### src/rtl/core/ellr_pkg.sv
// shared constants and types for the ellipse outline rasterizer
// holds register indexes, op codes, mirror codes and the pixel request bundle
// no dependencies
package ellr_pkg;

    localparam int CLIP_BITS      = 12;
    localparam int CFG_INDEX_BITS = 1;

    localparam logic [CFG_INDEX_BITS-1:0] CFG_CLIP_WIDTH  = 1'd0;
    localparam logic [CFG_INDEX_BITS-1:0] CFG_CLIP_HEIGHT = 1'd1;

    localparam logic [CLIP_BITS-1:0] CLIP_WIDTH_RESET  = 12'd120;
    localparam logic [CLIP_BITS-1:0] CLIP_HEIGHT_RESET = 12'd40;

    localparam logic OP_START = 1'b0;

    // mirror order of the four pixels of one point
    localparam logic [1:0] QUAD_PP = 2'd0;
    localparam logic [1:0] QUAD_PM = 2'd1;
    localparam logic [1:0] QUAD_MP = 2'd2;
    localparam logic [1:0] QUAD_MM = 2'd3;

    typedef struct packed {
        logic       load;
        logic [1:0] quad;
        logic       final_pt;
    } pix_req_t;

endpackage

### src/rtl/core/ellipse_outline_rasterizer.sv
// midpoint ellipse outline rasterizer: a start item squares the radii and sets up
// the decision; a step item emits 4 pixels (one per cycle while out_ready is high)
// and updates point and decision, plus region change terms on entering region 2;
// all on one multiplier; one item in flight; in_ready is high only while idle
// asynchronous active-low reset clears the sequencer, the drawing flag and the
// clip registers (120 by 40); no pixel is pending after reset
module ellipse_outline_rasterizer #(
    parameter int COORD_BITS  = 12,
    parameter int RADIUS_BITS = 10
) (
    input  logic                                    clk,
    input  logic                                    rst_n,
    input  logic                                    cfg_write_en,
    input  logic [ellr_pkg::CFG_INDEX_BITS-1:0]     cfg_index,
    input  logic [ellr_pkg::CLIP_BITS-1:0]          cfg_data,
    input  logic                                    in_valid,
    output logic                                    in_ready,
    input  logic                                    op,
    input  logic signed [COORD_BITS-1:0]            center_x,
    input  logic signed [COORD_BITS-1:0]            center_y,
    input  logic signed [RADIUS_BITS:0]             radius_x,
    input  logic signed [RADIUS_BITS:0]             radius_y,
    output logic                                    out_valid,
    input  logic                                    out_ready,
    output logic signed [COORD_BITS:0]              pixel_x,
    output logic signed [COORD_BITS:0]              pixel_y,
    output logic                                    on_screen,
    output logic                                    last_of_point,
    output logic                                    last_of_shape
);

    localparam int R   = RADIUS_BITS;
    localparam int PW  = R + 2;
    localparam int SQW = 2 * R;
    localparam int SW  = 3 * R + 3;
    localparam int DW  = 4 * R + 8;
    localparam int AW  = 2 * R + 5;
    localparam int PRW = 2 * AW;

    typedef enum logic [14:0] {
        ST_IDLE    = 15'h0001,
        ST_SQ_RX   = 15'h0002,
        ST_SQ_RY   = 15'h0004,
        ST_SLOPE   = 15'h0008,
        ST_INIT_D  = 15'h0010,
        ST_EMIT    = 15'h0020,
        ST_UPD_POS = 15'h0040,
        ST_UPD_SUM = 15'h0080,
        ST_UPD_DEC = 15'h0100,
        ST_SW_DX   = 15'h0200,
        ST_SW_DY   = 15'h0400,
        ST_SW_RYDX = 15'h0800,
        ST_SW_RXDY = 15'h1000,
        ST_SW_ADD  = 15'h2000,
        ST_SW_SUB  = 15'h4000
    } state_t;

    state_t state_reg, state_next;
    logic   drawing_reg, drawing_next;
    logic   region_reg, region_next;
    logic   br_reg, br_next;
    logic [1:0] quad_reg, quad_next;
    logic [ellr_pkg::CLIP_BITS-1:0] clip_w_reg, clip_h_reg;

    logic signed [COORD_BITS-1:0] ccol_reg, ccol_next, crow_reg, crow_next;
    logic signed [PW-1:0]  px_reg, px_next, py_reg, py_next;
    logic [SQW-1:0]        rx2_reg, rx2_next, ry2_reg, ry2_next;
    logic signed [SW-1:0]  sx_reg, sx_next, sy_reg, sy_next;
    logic signed [DW-1:0]  d_reg, d_next, t_reg, t_next;

    logic signed [AW-1:0]  mult_a, mult_b;
    logic signed [PRW-1:0] prod;
    logic signed [DW-1:0]  prod_d, prod4, t4, rx2_d, ry2_d, sx_d, sy_d;
    logic signed [DW-1:0]  sum_base, sum_sx, sum_sy;
    logic signed [SW-1:0]  two_rx2, two_ry2;
    logic signed [PW-1:0]  one_p;
    logic signed [PW-1:0]  py_m1;
    logic                  rx_pos, ry_pos;

    ellr_pkg::pix_req_t pix_req;
    logic               pix_free;

    assign in_ready = (state_reg == ST_IDLE);

    assign prod_d  = prod[DW-1:0];
    assign prod4   = {prod[DW-3:0], 2'b00};
    assign t4      = {t_reg[DW-3:0], 2'b00};
    assign rx2_d   = {{(DW-SQW){1'b0}}, rx2_reg};
    assign ry2_d   = {{(DW-SQW){1'b0}}, ry2_reg};
    assign sx_d    = {{(DW-SW){sx_reg[SW-1]}}, sx_reg};
    assign sy_d    = {{(DW-SW){sy_reg[SW-1]}}, sy_reg};
    assign two_rx2 = {{(SW-SQW-1){1'b0}}, rx2_reg, 1'b0};
    assign two_ry2 = {{(SW-SQW-1){1'b0}}, ry2_reg, 1'b0};
    assign one_p   = {{(PW-1){1'b0}}, 1'b1};
    // row can be zero at the region change, so y-1 may be negative
    assign py_m1   = py_reg - one_p;
    assign rx_pos  = !radius_x[R] && (radius_x != '0);
    assign ry_pos  = !radius_y[R] && (radius_y != '0);

    // decision increment: region 1 always adds sx and subtracts sy only when the row moves,
    // region 2 always subtracts sy and adds sx only when the column moves
    assign sum_base = region_reg ? rx2_d : ry2_d;
    assign sum_sx   = (!region_reg || !br_reg) ? sx_d : '0;
    assign sum_sy   = (region_reg || !br_reg) ? sy_d : '0;

    // operand selection for the shared multiplier
    always_comb
    begin
        mult_a = '0;
        mult_b = '0;
        unique case (state_reg)
            ST_SQ_RX:
            begin
                mult_a = {{(AW-PW){px_reg[PW-1]}}, px_reg};
                mult_b = {{(AW-PW){px_reg[PW-1]}}, px_reg};
            end
            ST_SQ_RY:
            begin
                mult_a = {{(AW-PW){py_reg[PW-1]}}, py_reg};
                mult_b = {{(AW-PW){py_reg[PW-1]}}, py_reg};
            end
            ST_SLOPE:
            begin
                mult_a = {{(AW-SQW){1'b0}}, rx2_reg};
                mult_b = {{(AW-PW){py_reg[PW-1]}}, py_reg};
            end
            ST_SW_DX:
            begin
                // 2x+1
                mult_a = {{(AW-PW-1){px_reg[PW-1]}}, px_reg, 1'b1};
                mult_b = {{(AW-PW-1){px_reg[PW-1]}}, px_reg, 1'b1};
            end
            ST_SW_DY:
            begin
                mult_a = {{(AW-PW){py_m1[PW-1]}}, py_m1};
                mult_b = {{(AW-PW){py_m1[PW-1]}}, py_m1};
            end
            ST_SW_RYDX:
            begin
                mult_a = {{(AW-SQW){1'b0}}, ry2_reg};
                mult_b = t_reg[AW-1:0];
            end
            ST_SW_RXDY:
            begin
                mult_a = {{(AW-SQW){1'b0}}, rx2_reg};
                mult_b = t_reg[AW-1:0];
            end
            ST_SW_ADD:
            begin
                mult_a = {{(AW-SQW){1'b0}}, rx2_reg};
                mult_b = {{(AW-SQW){1'b0}}, ry2_reg};
            end
            default:
            begin
                mult_a = '0;
                mult_b = '0;
            end
        endcase
    end

    ellr_mult #(
        .OP_BITS (AW)
    ) u_mult (
        .clk  (clk),
        .a    (mult_a),
        .b    (mult_b),
        .prod (prod)
    );

    assign pix_req.load     = (state_reg == ST_EMIT) && pix_free;
    assign pix_req.quad     = quad_reg;
    assign pix_req.final_pt = region_reg && (py_reg == '0);

    // sequencer
    always_comb
    begin
        state_next   = state_reg;
        drawing_next = drawing_reg;
        region_next  = region_reg;
        br_next      = br_reg;
        quad_next    = quad_reg;
        ccol_next    = ccol_reg;
        crow_next    = crow_reg;
        px_next      = px_reg;
        py_next      = py_reg;
        rx2_next     = rx2_reg;
        ry2_next     = ry2_reg;
        sx_next      = sx_reg;
        sy_next      = sy_reg;
        d_next       = d_reg;
        t_next       = t_reg;

        unique case (state_reg)
            ST_IDLE:
            begin
                if (in_valid)
                begin
                    if (op == ellr_pkg::OP_START)
                    begin
                        drawing_next = 1'b0;
                        if (rx_pos && ry_pos)
                        begin
                            ccol_next   = center_x;
                            crow_next   = center_y;
                            // radius x parks in the column until squared
                            px_next     = {radius_x[R], radius_x};
                            py_next     = {radius_y[R], radius_y};
                            region_next = 1'b0;
                            state_next  = ST_SQ_RX;
                        end
                    end
                    else if (drawing_reg)
                    begin
                        quad_next  = ellr_pkg::QUAD_PP;
                        state_next = ST_EMIT;
                    end
                end
            end
            ST_SQ_RX:
            begin
                state_next = ST_SQ_RY;
            end
            ST_SQ_RY:
            begin
                rx2_next   = prod[SQW-1:0];
                state_next = ST_SLOPE;
            end
            ST_SLOPE:
            begin
                ry2_next   = prod[SQW-1:0];
                px_next    = '0;
                sx_next    = '0;
                state_next = ST_INIT_D;
            end
            ST_INIT_D:
            begin
                sy_next      = {prod[SW-2:0], 1'b0};
                d_next       = {ry2_d[DW-3:0], 2'b00} + rx2_d - prod4;
                drawing_next = 1'b1;
                state_next   = ST_IDLE;
            end
            ST_EMIT:
            begin
                if (pix_free)
                begin
                    quad_next = quad_reg + 2'd1;
                    if (quad_reg == ellr_pkg::QUAD_MM)
                    begin
                        state_next = ST_UPD_POS;
                    end
                end
            end
            ST_UPD_POS:
            begin
                if (!region_reg)
                begin
                    px_next = px_reg + one_p;
                    sx_next = sx_reg + two_ry2;
                    br_next = d_reg[DW-1];
                    if (!d_reg[DW-1])
                    begin
                        py_next = py_reg - one_p;
                        sy_next = sy_reg - two_rx2;
                    end
                end
                else
                begin
                    py_next = py_reg - one_p;
                    sy_next = sy_reg - two_rx2;
                    br_next = !d_reg[DW-1] && (d_reg != '0);
                    if (d_reg[DW-1] || (d_reg == '0))
                    begin
                        px_next = px_reg + one_p;
                        sx_next = sx_reg + two_ry2;
                    end
                end
                state_next = ST_UPD_SUM;
            end
            ST_UPD_SUM:
            begin
                t_next     = sum_base + sum_sx - sum_sy;
                state_next = ST_UPD_DEC;
            end
            ST_UPD_DEC:
            begin
                d_next     = d_reg + t4;
                state_next = ST_IDLE;
                if (!region_reg)
                begin
                    if (!(sx_reg < sy_reg))
                    begin
                        region_next = 1'b1;
                        state_next  = ST_SW_DX;
                    end
                end
                else if (py_reg[PW-1])
                begin
                    drawing_next = 1'b0;
                end
            end
            ST_SW_DX:
            begin
                state_next = ST_SW_DY;
            end
            ST_SW_DY:
            begin
                t_next     = prod_d;
                state_next = ST_SW_RYDX;
            end
            ST_SW_RYDX:
            begin
                t_next     = prod_d;
                state_next = ST_SW_RXDY;
            end
            ST_SW_RXDY:
            begin
                d_next     = prod_d;
                state_next = ST_SW_ADD;
            end
            ST_SW_ADD:
            begin
                d_next     = d_reg + prod4;
                state_next = ST_SW_SUB;
            end
            ST_SW_SUB:
            begin
                d_next     = d_reg - prod4;
                state_next = ST_IDLE;
            end
            default:
            begin
                state_next = ST_IDLE;
            end
        endcase
    end

    always_ff @(posedge clk or negedge rst_n)
    begin
        if (!rst_n)
        begin
            state_reg   <= ST_IDLE;
            drawing_reg <= 1'b0;
            region_reg  <= 1'b0;
            br_reg      <= 1'b0;
            quad_reg    <= ellr_pkg::QUAD_PP;
            clip_w_reg  <= ellr_pkg::CLIP_WIDTH_RESET;
            clip_h_reg  <= ellr_pkg::CLIP_HEIGHT_RESET;
        end
        else
        begin
            state_reg   <= state_next;
            drawing_reg <= drawing_next;
            region_reg  <= region_next;
            br_reg      <= br_next;
            quad_reg    <= quad_next;
            if (cfg_write_en && (cfg_index == ellr_pkg::CFG_CLIP_WIDTH))
            begin
                clip_w_reg <= cfg_data;
            end
            if (cfg_write_en && (cfg_index == ellr_pkg::CFG_CLIP_HEIGHT))
            begin
                clip_h_reg <= cfg_data;
            end
        end
    end

    always_ff @(posedge clk)
    begin
        ccol_reg <= ccol_next;
        crow_reg <= crow_next;
        px_reg   <= px_next;
        py_reg   <= py_next;
        rx2_reg  <= rx2_next;
        ry2_reg  <= ry2_next;
        sx_reg   <= sx_next;
        sy_reg   <= sy_next;
        d_reg    <= d_next;
        t_reg    <= t_next;
    end

    ellr_pixel #(
        .COORD_BITS  (COORD_BITS),
        .RADIUS_BITS (RADIUS_BITS)
    ) u_pixel (
        .clk           (clk),
        .rst_n         (rst_n),
        .clip_width    (clip_w_reg),
        .clip_height   (clip_h_reg),
        .center_col    (ccol_reg),
        .center_row    (crow_reg),
        .point_x       (px_reg),
        .point_y       (py_reg),
        .req           (pix_req),
        .free          (pix_free),
        .out_valid     (out_valid),
        .out_ready     (out_ready),
        .pixel_x       (pixel_x),
        .pixel_y       (pixel_y),
        .on_screen     (on_screen),
        .last_of_point (last_of_point),
        .last_of_shape (last_of_shape)
    );

endmodule

### src/rtl/core/ellr_mult.sv
// shared signed multiplier with registered product
// used by the sequencer for squares, the initial decision term and the region change terms; no dependencies
module ellr_mult #(
    parameter int OP_BITS = 25
) (
    input  logic                        clk,
    input  logic signed [OP_BITS-1:0]   a,
    input  logic signed [OP_BITS-1:0]   b,
    output logic signed [2*OP_BITS-1:0] prod
);

    logic signed [2*OP_BITS-1:0] prod_reg;

    always_ff @(posedge clk)
    begin
        prod_reg <= a * b;
    end

    assign prod = prod_reg;

endmodule

### src/rtl/core/ellr_pixel.sv
// pixel output stage: mirrors a point about the centre, clips it and holds the item
// depends on ellr_pkg
module ellr_pixel #(
    parameter int COORD_BITS  = 12,
    parameter int RADIUS_BITS = 10
) (
    input  logic                                clk,
    input  logic                                rst_n,
    input  logic [ellr_pkg::CLIP_BITS-1:0]      clip_width,
    input  logic [ellr_pkg::CLIP_BITS-1:0]      clip_height,
    input  logic signed [COORD_BITS-1:0]        center_col,
    input  logic signed [COORD_BITS-1:0]        center_row,
    input  logic signed [RADIUS_BITS+1:0]       point_x,
    input  logic signed [RADIUS_BITS+1:0]       point_y,
    input  ellr_pkg::pix_req_t                  req,
    output logic                                free,
    output logic                                out_valid,
    input  logic                                out_ready,
    output logic signed [COORD_BITS:0]          pixel_x,
    output logic signed [COORD_BITS:0]          pixel_y,
    output logic                                on_screen,
    output logic                                last_of_point,
    output logic                                last_of_shape
);

    localparam int PW  = RADIUS_BITS + 2;
    localparam int CB  = ellr_pkg::CLIP_BITS;
    localparam int BW  = (COORD_BITS > PW) ? COORD_BITS : PW;
    localparam int EW0 = BW + 1;
    localparam int EW  = (EW0 > CB + 1) ? EW0 : CB + 1;

    logic signed [EW-1:0] cx_e, cy_e, px_e, py_e, sum_x, sum_y, clip_w_e, clip_h_e;
    logic                 neg_x, neg_y, on_next;

    logic                     valid_reg;
    logic signed [COORD_BITS:0] pixel_x_reg, pixel_y_reg;
    logic                     on_reg, lastp_reg, lasts_reg;

    assign cx_e     = {{(EW-COORD_BITS){center_col[COORD_BITS-1]}}, center_col};
    assign cy_e     = {{(EW-COORD_BITS){center_row[COORD_BITS-1]}}, center_row};
    assign px_e     = {{(EW-PW){point_x[PW-1]}}, point_x};
    assign py_e     = {{(EW-PW){point_y[PW-1]}}, point_y};
    assign clip_w_e = {{(EW-CB){1'b0}}, clip_width};
    assign clip_h_e = {{(EW-CB){1'b0}}, clip_height};

    assign neg_x = (req.quad == ellr_pkg::QUAD_MP) || (req.quad == ellr_pkg::QUAD_MM);
    assign neg_y = (req.quad == ellr_pkg::QUAD_PM) || (req.quad == ellr_pkg::QUAD_MM);

    assign sum_x = neg_x ? (cx_e - px_e) : (cx_e + px_e);
    assign sum_y = neg_y ? (cy_e - py_e) : (cy_e + py_e);

    // clip on the full-width value, before the port truncation
    assign on_next = !sum_x[EW-1] && (sum_x < clip_w_e)
                  && !sum_y[EW-1] && (sum_y < clip_h_e);

    assign free = !valid_reg || out_ready;

    always_ff @(posedge clk or negedge rst_n)
    begin
        if (!rst_n)
        begin
            valid_reg <= 1'b0;
        end
        else if (req.load)
        begin
            valid_reg <= 1'b1;
        end
        else if (out_ready)
        begin
            valid_reg <= 1'b0;
        end
    end

    always_ff @(posedge clk)
    begin
        if (req.load)
        begin
            pixel_x_reg <= sum_x[COORD_BITS:0];
            pixel_y_reg <= sum_y[COORD_BITS:0];
            on_reg      <= on_next;
            lastp_reg   <= (req.quad == ellr_pkg::QUAD_MM);
            lasts_reg   <= (req.quad == ellr_pkg::QUAD_MM) && req.final_pt;
        end
    end

    assign out_valid     = valid_reg;
    assign pixel_x       = pixel_x_reg;
    assign pixel_y       = pixel_y_reg;
    assign on_screen     = on_reg;
    assign last_of_point = lastp_reg;
    assign last_of_shape = lasts_reg;

endmodule
### config.mk
export PLATFORM = sky130hd
export DESIGN_NAME = ellipse_outline_rasterizer
export DESIGN_NICKNAME = d
export VERILOG_FILES = /design/src/rtl/core/ellr_pkg.sv /design/src/rtl/core/ellipse_outline_rasterizer.sv /design/src/rtl/core/ellr_mult.sv /design/src/rtl/core/ellr_pixel.sv
export SDC_FILE = /design/constraint.sdc
export NUM_CORES = 2
export LEC_CHECK = 0
export BUFFER_PORTS_ARGS = -buffer_cell sky130_fd_sc_hd__buf_2
export CORE_MARGIN = 10
export CORE_UTILIZATION = 40
export CTS_BUF_LIST = sky130_fd_sc_hd__clkbuf_4 sky130_fd_sc_hd__clkbuf_8
export DETAILED_ROUTE_END_ITERATION = 8
export GPL_TIMING_DRIVEN = 0
export SYNTH_ARGS = -nofsm -noshare
export SYNTH_HDL_FRONTEND = slang
export SYNTH_HIERARCHICAL = 1
export SYNTH_SLANG_ARGS = --single-unit
export TNS_END_PERCENT = 20
### constraint.sdc
create_clock -name clk -period 12.4 [get_ports clk]
set_clock_uncertainty 0.1 [all_clocks]
set_input_delay 2.48 -clock clk [delete_from_list [all_inputs] [get_ports clk]]
set_output_delay 2.48 -clock clk [all_outputs]
set_load 0.02 [all_outputs]
# ---- After elaboration in Yosys (flattened, before gate mapping)
# Cells that the tools add are included.
dict set report op_classes {
  eq_ne 31
  n_addsub 16
  n_bitwise 2
  muxes 55
  mul 1
  n_reduce_logical 54
  n_lt_le_gt_ge 3
}
# op count
set ops {}
lappend ops {{$pmux 25 s6} 2}
lappend ops {{$pmux 48 s5} 1}
lappend ops {{$pmux 15 s13} 1}
lappend ops {{$mux 33} 4}
lappend ops {{$pmux 33 s2} 2}
lappend ops {{$mux 12} 10}
lappend ops {{$add 48x48->48} 2}
lappend ops {{$mux 46} 2}
lappend ops {{$pmux 46 s2} 1}
lappend ops {{$mux 15} 6}
lappend ops {{$logic_not 48->1} 1}
lappend ops {{$mul 25x25->48} 1}
lappend ops {{$reduce_bool 48->1} 1}
lappend ops {{$sub 23x48->48} 1}
lappend ops {{$sub 48x48->48} 1}
lappend ops {{$add 21x46->46} 1}
lappend ops {{$sub 46x46->46} 1}
lappend ops {{$pmux 12 s3} 1}
lappend ops {{$add 33x22->33} 1}
lappend ops {{$lt 33x33->1} 1}
lappend ops {{$sub 33x22->33} 1}
lappend ops {{$add 12x12->13} 2}
lappend ops {{$lt 13x13->1} 2}
lappend ops {{$mux 13} 2}
lappend ops {{other kinds (49)} 114}
dict set report word_totals {
  in_bits 65
  output_inout_bits 31
  ff_bits 370
}

# ---- Logic depth before layout (Yosys ltp)
dict set report logic_depth {
  depth_word 7
  ltp_mapped 38
}

# ---- By module
# The synthesis kept the hierarchy.
# module area_per_inst_um2 seq_area_each_um2 cells_per_inst instances
set by_module_without_submodules {}
lappend by_module_without_submodules {ellipse_outline_rasterizer 25340.6 8496.9 2901 1}
lappend by_module_without_submodules {ellr_mult 24313.3 1001.0 2611 1}
lappend by_module_without_submodules {ellr_pixel 3163.0 895.9 353 1}

# ---- Worst setup path before layout
# No wires, ideal clock.
dict set report synth_path {
  kind {register to register}
  startpoint {reg py_reg[3]}
  endpoint {reg, netlist name u_mult/prod[48]}
  required_ps 12228
  path_stages_with_launch 34
  n_path_buf 3
  t_arrival_ps 9309
  slack_ps 2919
  synth_period_minus_slack_ps 9481
  cell_sequence {edfxtp_1 -> or3_1 -> or2_2 -> or3_1 -> nor3_1 -> nand2_1 -> xnor2_1 -> and2_1 -> a211o_1 -> clkbuf_1 -> a221o_1 -> clkbuf_1 -> and2_1 -> fa_1 -> fa_1 -> inv_1 -> fa_1 -> fa_1 -> inv_1 -> fa_1 -> fa_1 -> inv_1 -> fa_1 -> inv_1 -> ha_1 -> buf_2 -> nand3_2 -> nor3_2 -> or3b_1 -> o221ai_2 -> o211ai_2 -> o311a_1 -> o31ai_2 -> xnor2_1}
}
# item line
set synth_rtl {}
lappend synth_rtl {{start, declared} ellipse_outline_rasterizer.sv:66} ;# logic signed [PW-1:0] px_reg, px_next, py_reg, py_next;
lappend synth_rtl {{start signal, assigned} ellipse_outline_rasterizer.sv:372} ;# py_reg <= py_next;

# ---- Worst setup path in the final report
dict set report layout_path {
  startpoint {reg state_reg[4]}
  endpoint {reg u_mult.prod_reg[47] (netlist: u_mult/prod[47])}
}
dict set report layout_via {
  elab_chain_cells 4
}
# item line
set layout_lines {}
lappend layout_lines {{start, declared} ellipse_outline_rasterizer.sv:58} ;# state_t state_reg, state_next;
lappend layout_lines {{start signal, assigned} ellipse_outline_rasterizer.sv:351} ;# state_reg <= state_next;
lappend layout_lines {{$eq 15x13->1, or another cell as far along} ellipse_outline_rasterizer.sv:111} ;# unique case (state_reg)
lappend layout_lines {{$reduce_or 2->1 (no source line)} n/a}
lappend layout_lines {{$pmux 25 s6 *} ellipse_outline_rasterizer.sv:111}
lappend layout_lines {{net mult_b[16]} ellipse_outline_rasterizer.sv:71} ;# logic signed [AW-1:0] mult_a, mult_b;
lappend layout_lines {{$mul 25x25->48 *} ellr_mult.sv:16} ;# prod_reg <= a * b;
lappend layout_lines {{end signal, assigned} ellr_mult.sv:16}
lappend layout_lines {{end, declared} ellr_mult.sv:12} ;# logic signed [2*OP_BITS-1:0] prod_reg;
# Mark *: on every way through the listed nets, which the timed path passes. The rest lies on a longest branch.
# A chain may end at the register's enable or synchronous reset.

==> metrics.md <==
| Metric | Value |
|---|---|
| Sw Share | between 30% and 40% |
| Fin crit share | a little over nine tenths |
| # hold bufs at CTS | 0 |
| Final nets | around 7100 |
| Post-Syn Area | 52300 µm² |
| Pint | around 2500 µW |
| Fill cell count | 12861 |
| Hold Slack | between 400 and 500 ps |
| Pre-CTS setup slack | -419 ps |
| Post-DP HPWL | ~150000 µm |
| Setup violations, final | 0 |
| Worst Slack Setup Final | between 200 and 300 ps |
| Max_cap viols | 0 |
| Slew @ Worst Pin | 1340 ps |
| GP Congestion | ~1 |
| Worst path most repeated cell | fa_1 |
| Power share of the clock group | about two fifths |
| Critical Path AT | approximately 13000 ps |
| IO Count | 96 |
| Post-CTS Setup Inserts | 0 |
| Status | finished clean |
| Max stage delay on crit path | about 750 ps |
| CTS tree | yes |
| Sequential power share | 38.5% |
| Final slew viol count | 0 |
| Most frequent cells in the layout | inv_1 (883), fa_1 (693), nand2_1 (635) |
| Max Fclk | 82.4 MHz |
| Synthesized instance count | approximately 5800 |
| Max FO, Critical Path | 10 |
| Comb pwr share | 21.0% |
| LEAKAGE | ~0.026 µW |
| Die Wd | roughly 380 µm |
| Antenna violations before repair | 12 |
| Initial core utilization | 40.3% |
| RSZ-0062 raised after global routing | false |
| Row cnt | between 100 and 150 |
| 1st-iter DRT viols | ~4300 |
| Htree depth | 3 |
| Clk sinks | roughly 370 |
| Clock root cell | clkbuf_8 |
| Hold Vio Cnt, Final | 0 |
| Layout cell share with drive strength beyond 1 | 5.85% |
| Slew HR | 9.24% |
| Final wirelength | between 150000 and 200000 µm |
| # resized after CTS | 1 |
| Most common cell after layout, fill and taps aside | inv_1 |
| Area Overhead vs Synth | 8.63% |
| Total number of vias | between 40000 and 50000 |
| Maximum clock path buffer count | 3 |
| Area post-placement | approximately 55000 µm² |
| Pwr dens | 63.7 nW/µm² |
| Drc violations | 0 |
| Sw power | about 1100 µW |
| Worst vdd ir | around 0.000072 V |
| First-pass GRT wire length | approximately 280000 µm |
| Crit Path Category | flip-flop to flip-flop |
| Final worst path period need | ~12000 ps |
| Worst path required time | 12800 ps |
| TritonCTS buffer count | 70 |
| Largest net degree at the start of global routing | 48 |
| Post-synth net total | 6941 |
| Tot Pwr | around 3600 µW |
| Synth warn | 6 |
| Clock transition at path regs | 70 ps |
| HP Class | flip-flop to flip-flop |
| CP max stage cell | clkbuf_1 |
| Post-DR vias/cell | around 5.7 |
| Mean Syn Cell Area | ~9.0 µm² |
| Core area | 130000 µm² |
| Worst-Skew Late Latency | approximately 700 ps |
| Fin area | 56800 µm² |
| Startpoint types | flip-flop |
| Antenna viol nets, final | 0 |
| Crit path capture type | flip-flop |
| Vias in the first global route | ~45000 |
| Port bufs | 95 |
| Total gr overflow | 0 |
| Die Y-Extent | 382 µm |
| Die area | approximately 150000 µm² |
| WL per Instance | roughly 24 µm |
| 1st-pass router iterations | 8 |
| Tot GR Track Use | ~25% |
-- layer usage --
layer | GRT usage (%) | vias to the layer above | wire length [µm]
met5 | 0 | - | 73
met4 | 11.7 | 10 | 9810
met3 | 5.92 | 494 | 19000
met2 | 40.4 | 2231 | 84700
met1 | 32.7 | 22092 | 75600
li1 | - | 19585 | -
-- cell type report --
type	count	area, µm²	share of cell area, %
Clock buffer	103	1290	2.28
Sequential cell	368	10400	18.2
Antenna cell	7	17.5	0.0308
Multi-Input combinational cell	4283	37600	66.2
Inverter	885	3320	5.85
Buffer	270	1070	1.89
Timing Repair Buffer	101	578	1.02
Tap cell	1742	2180	3.84
Clock inverter	26	380	0.670
-- power groups by stage --
stage	sequential (µW)	clock, µW	combinational (µW)
after floorplan	1410	0	515
after global placement	1420	0	716
after detailed placement	1420	0	724
after CTS	1390	1490	734
after global routing	1400	1540	824
final	1390	1470	759
-- stage by stage --
stage | util, % | std cells | setup TNS (ps)
after global placement | 42.4 | 7643 | -2260
final | 43.8 | 7785 | 0
after CTS | 43.7 | 7777 | 0
after global routing | 43.8 | 7782 | 0
after floorplan | - | 5806 | 0
after detailed placement | 42.5 | 7648 | -577
-- worst max-delay path, delay by kind of cell, from the launching register on --
| kind | cells | cell delay [ps] |
|---|---|---|
| adder cells (fa/ha/maj) | 8 | 3970 |
| AO/OA/AOI/OAI | 7 | 2970 |
| AND/OR/NAND/NOR | 9 | 2680 |
| buffers and inverters | 7 | 1800 |
| flip-flops | 1 | 420 |
-- worst paths after layout --
kind                          startpoint         endpoint  slack, ps  depth (start not counted)
min in group asynchronous          rst_n    clip_w_reg[1]       1950                          1
hold reg to reg            clip_w_reg[1]    clip_w_reg[1]        410                          1
hold / removal             clip_w_reg[1]    clip_w_reg[1]        410                          1
setup / recovery            state_reg[4]  u_mult/prod[47]        260                         31
setup reg to reg            state_reg[4]  u_mult/prod[47]        260                         31
max in group asynchronous          rst_n    state_reg[13]       9460                          1
No activity file was read; power rests on OpenSTA's default activity.
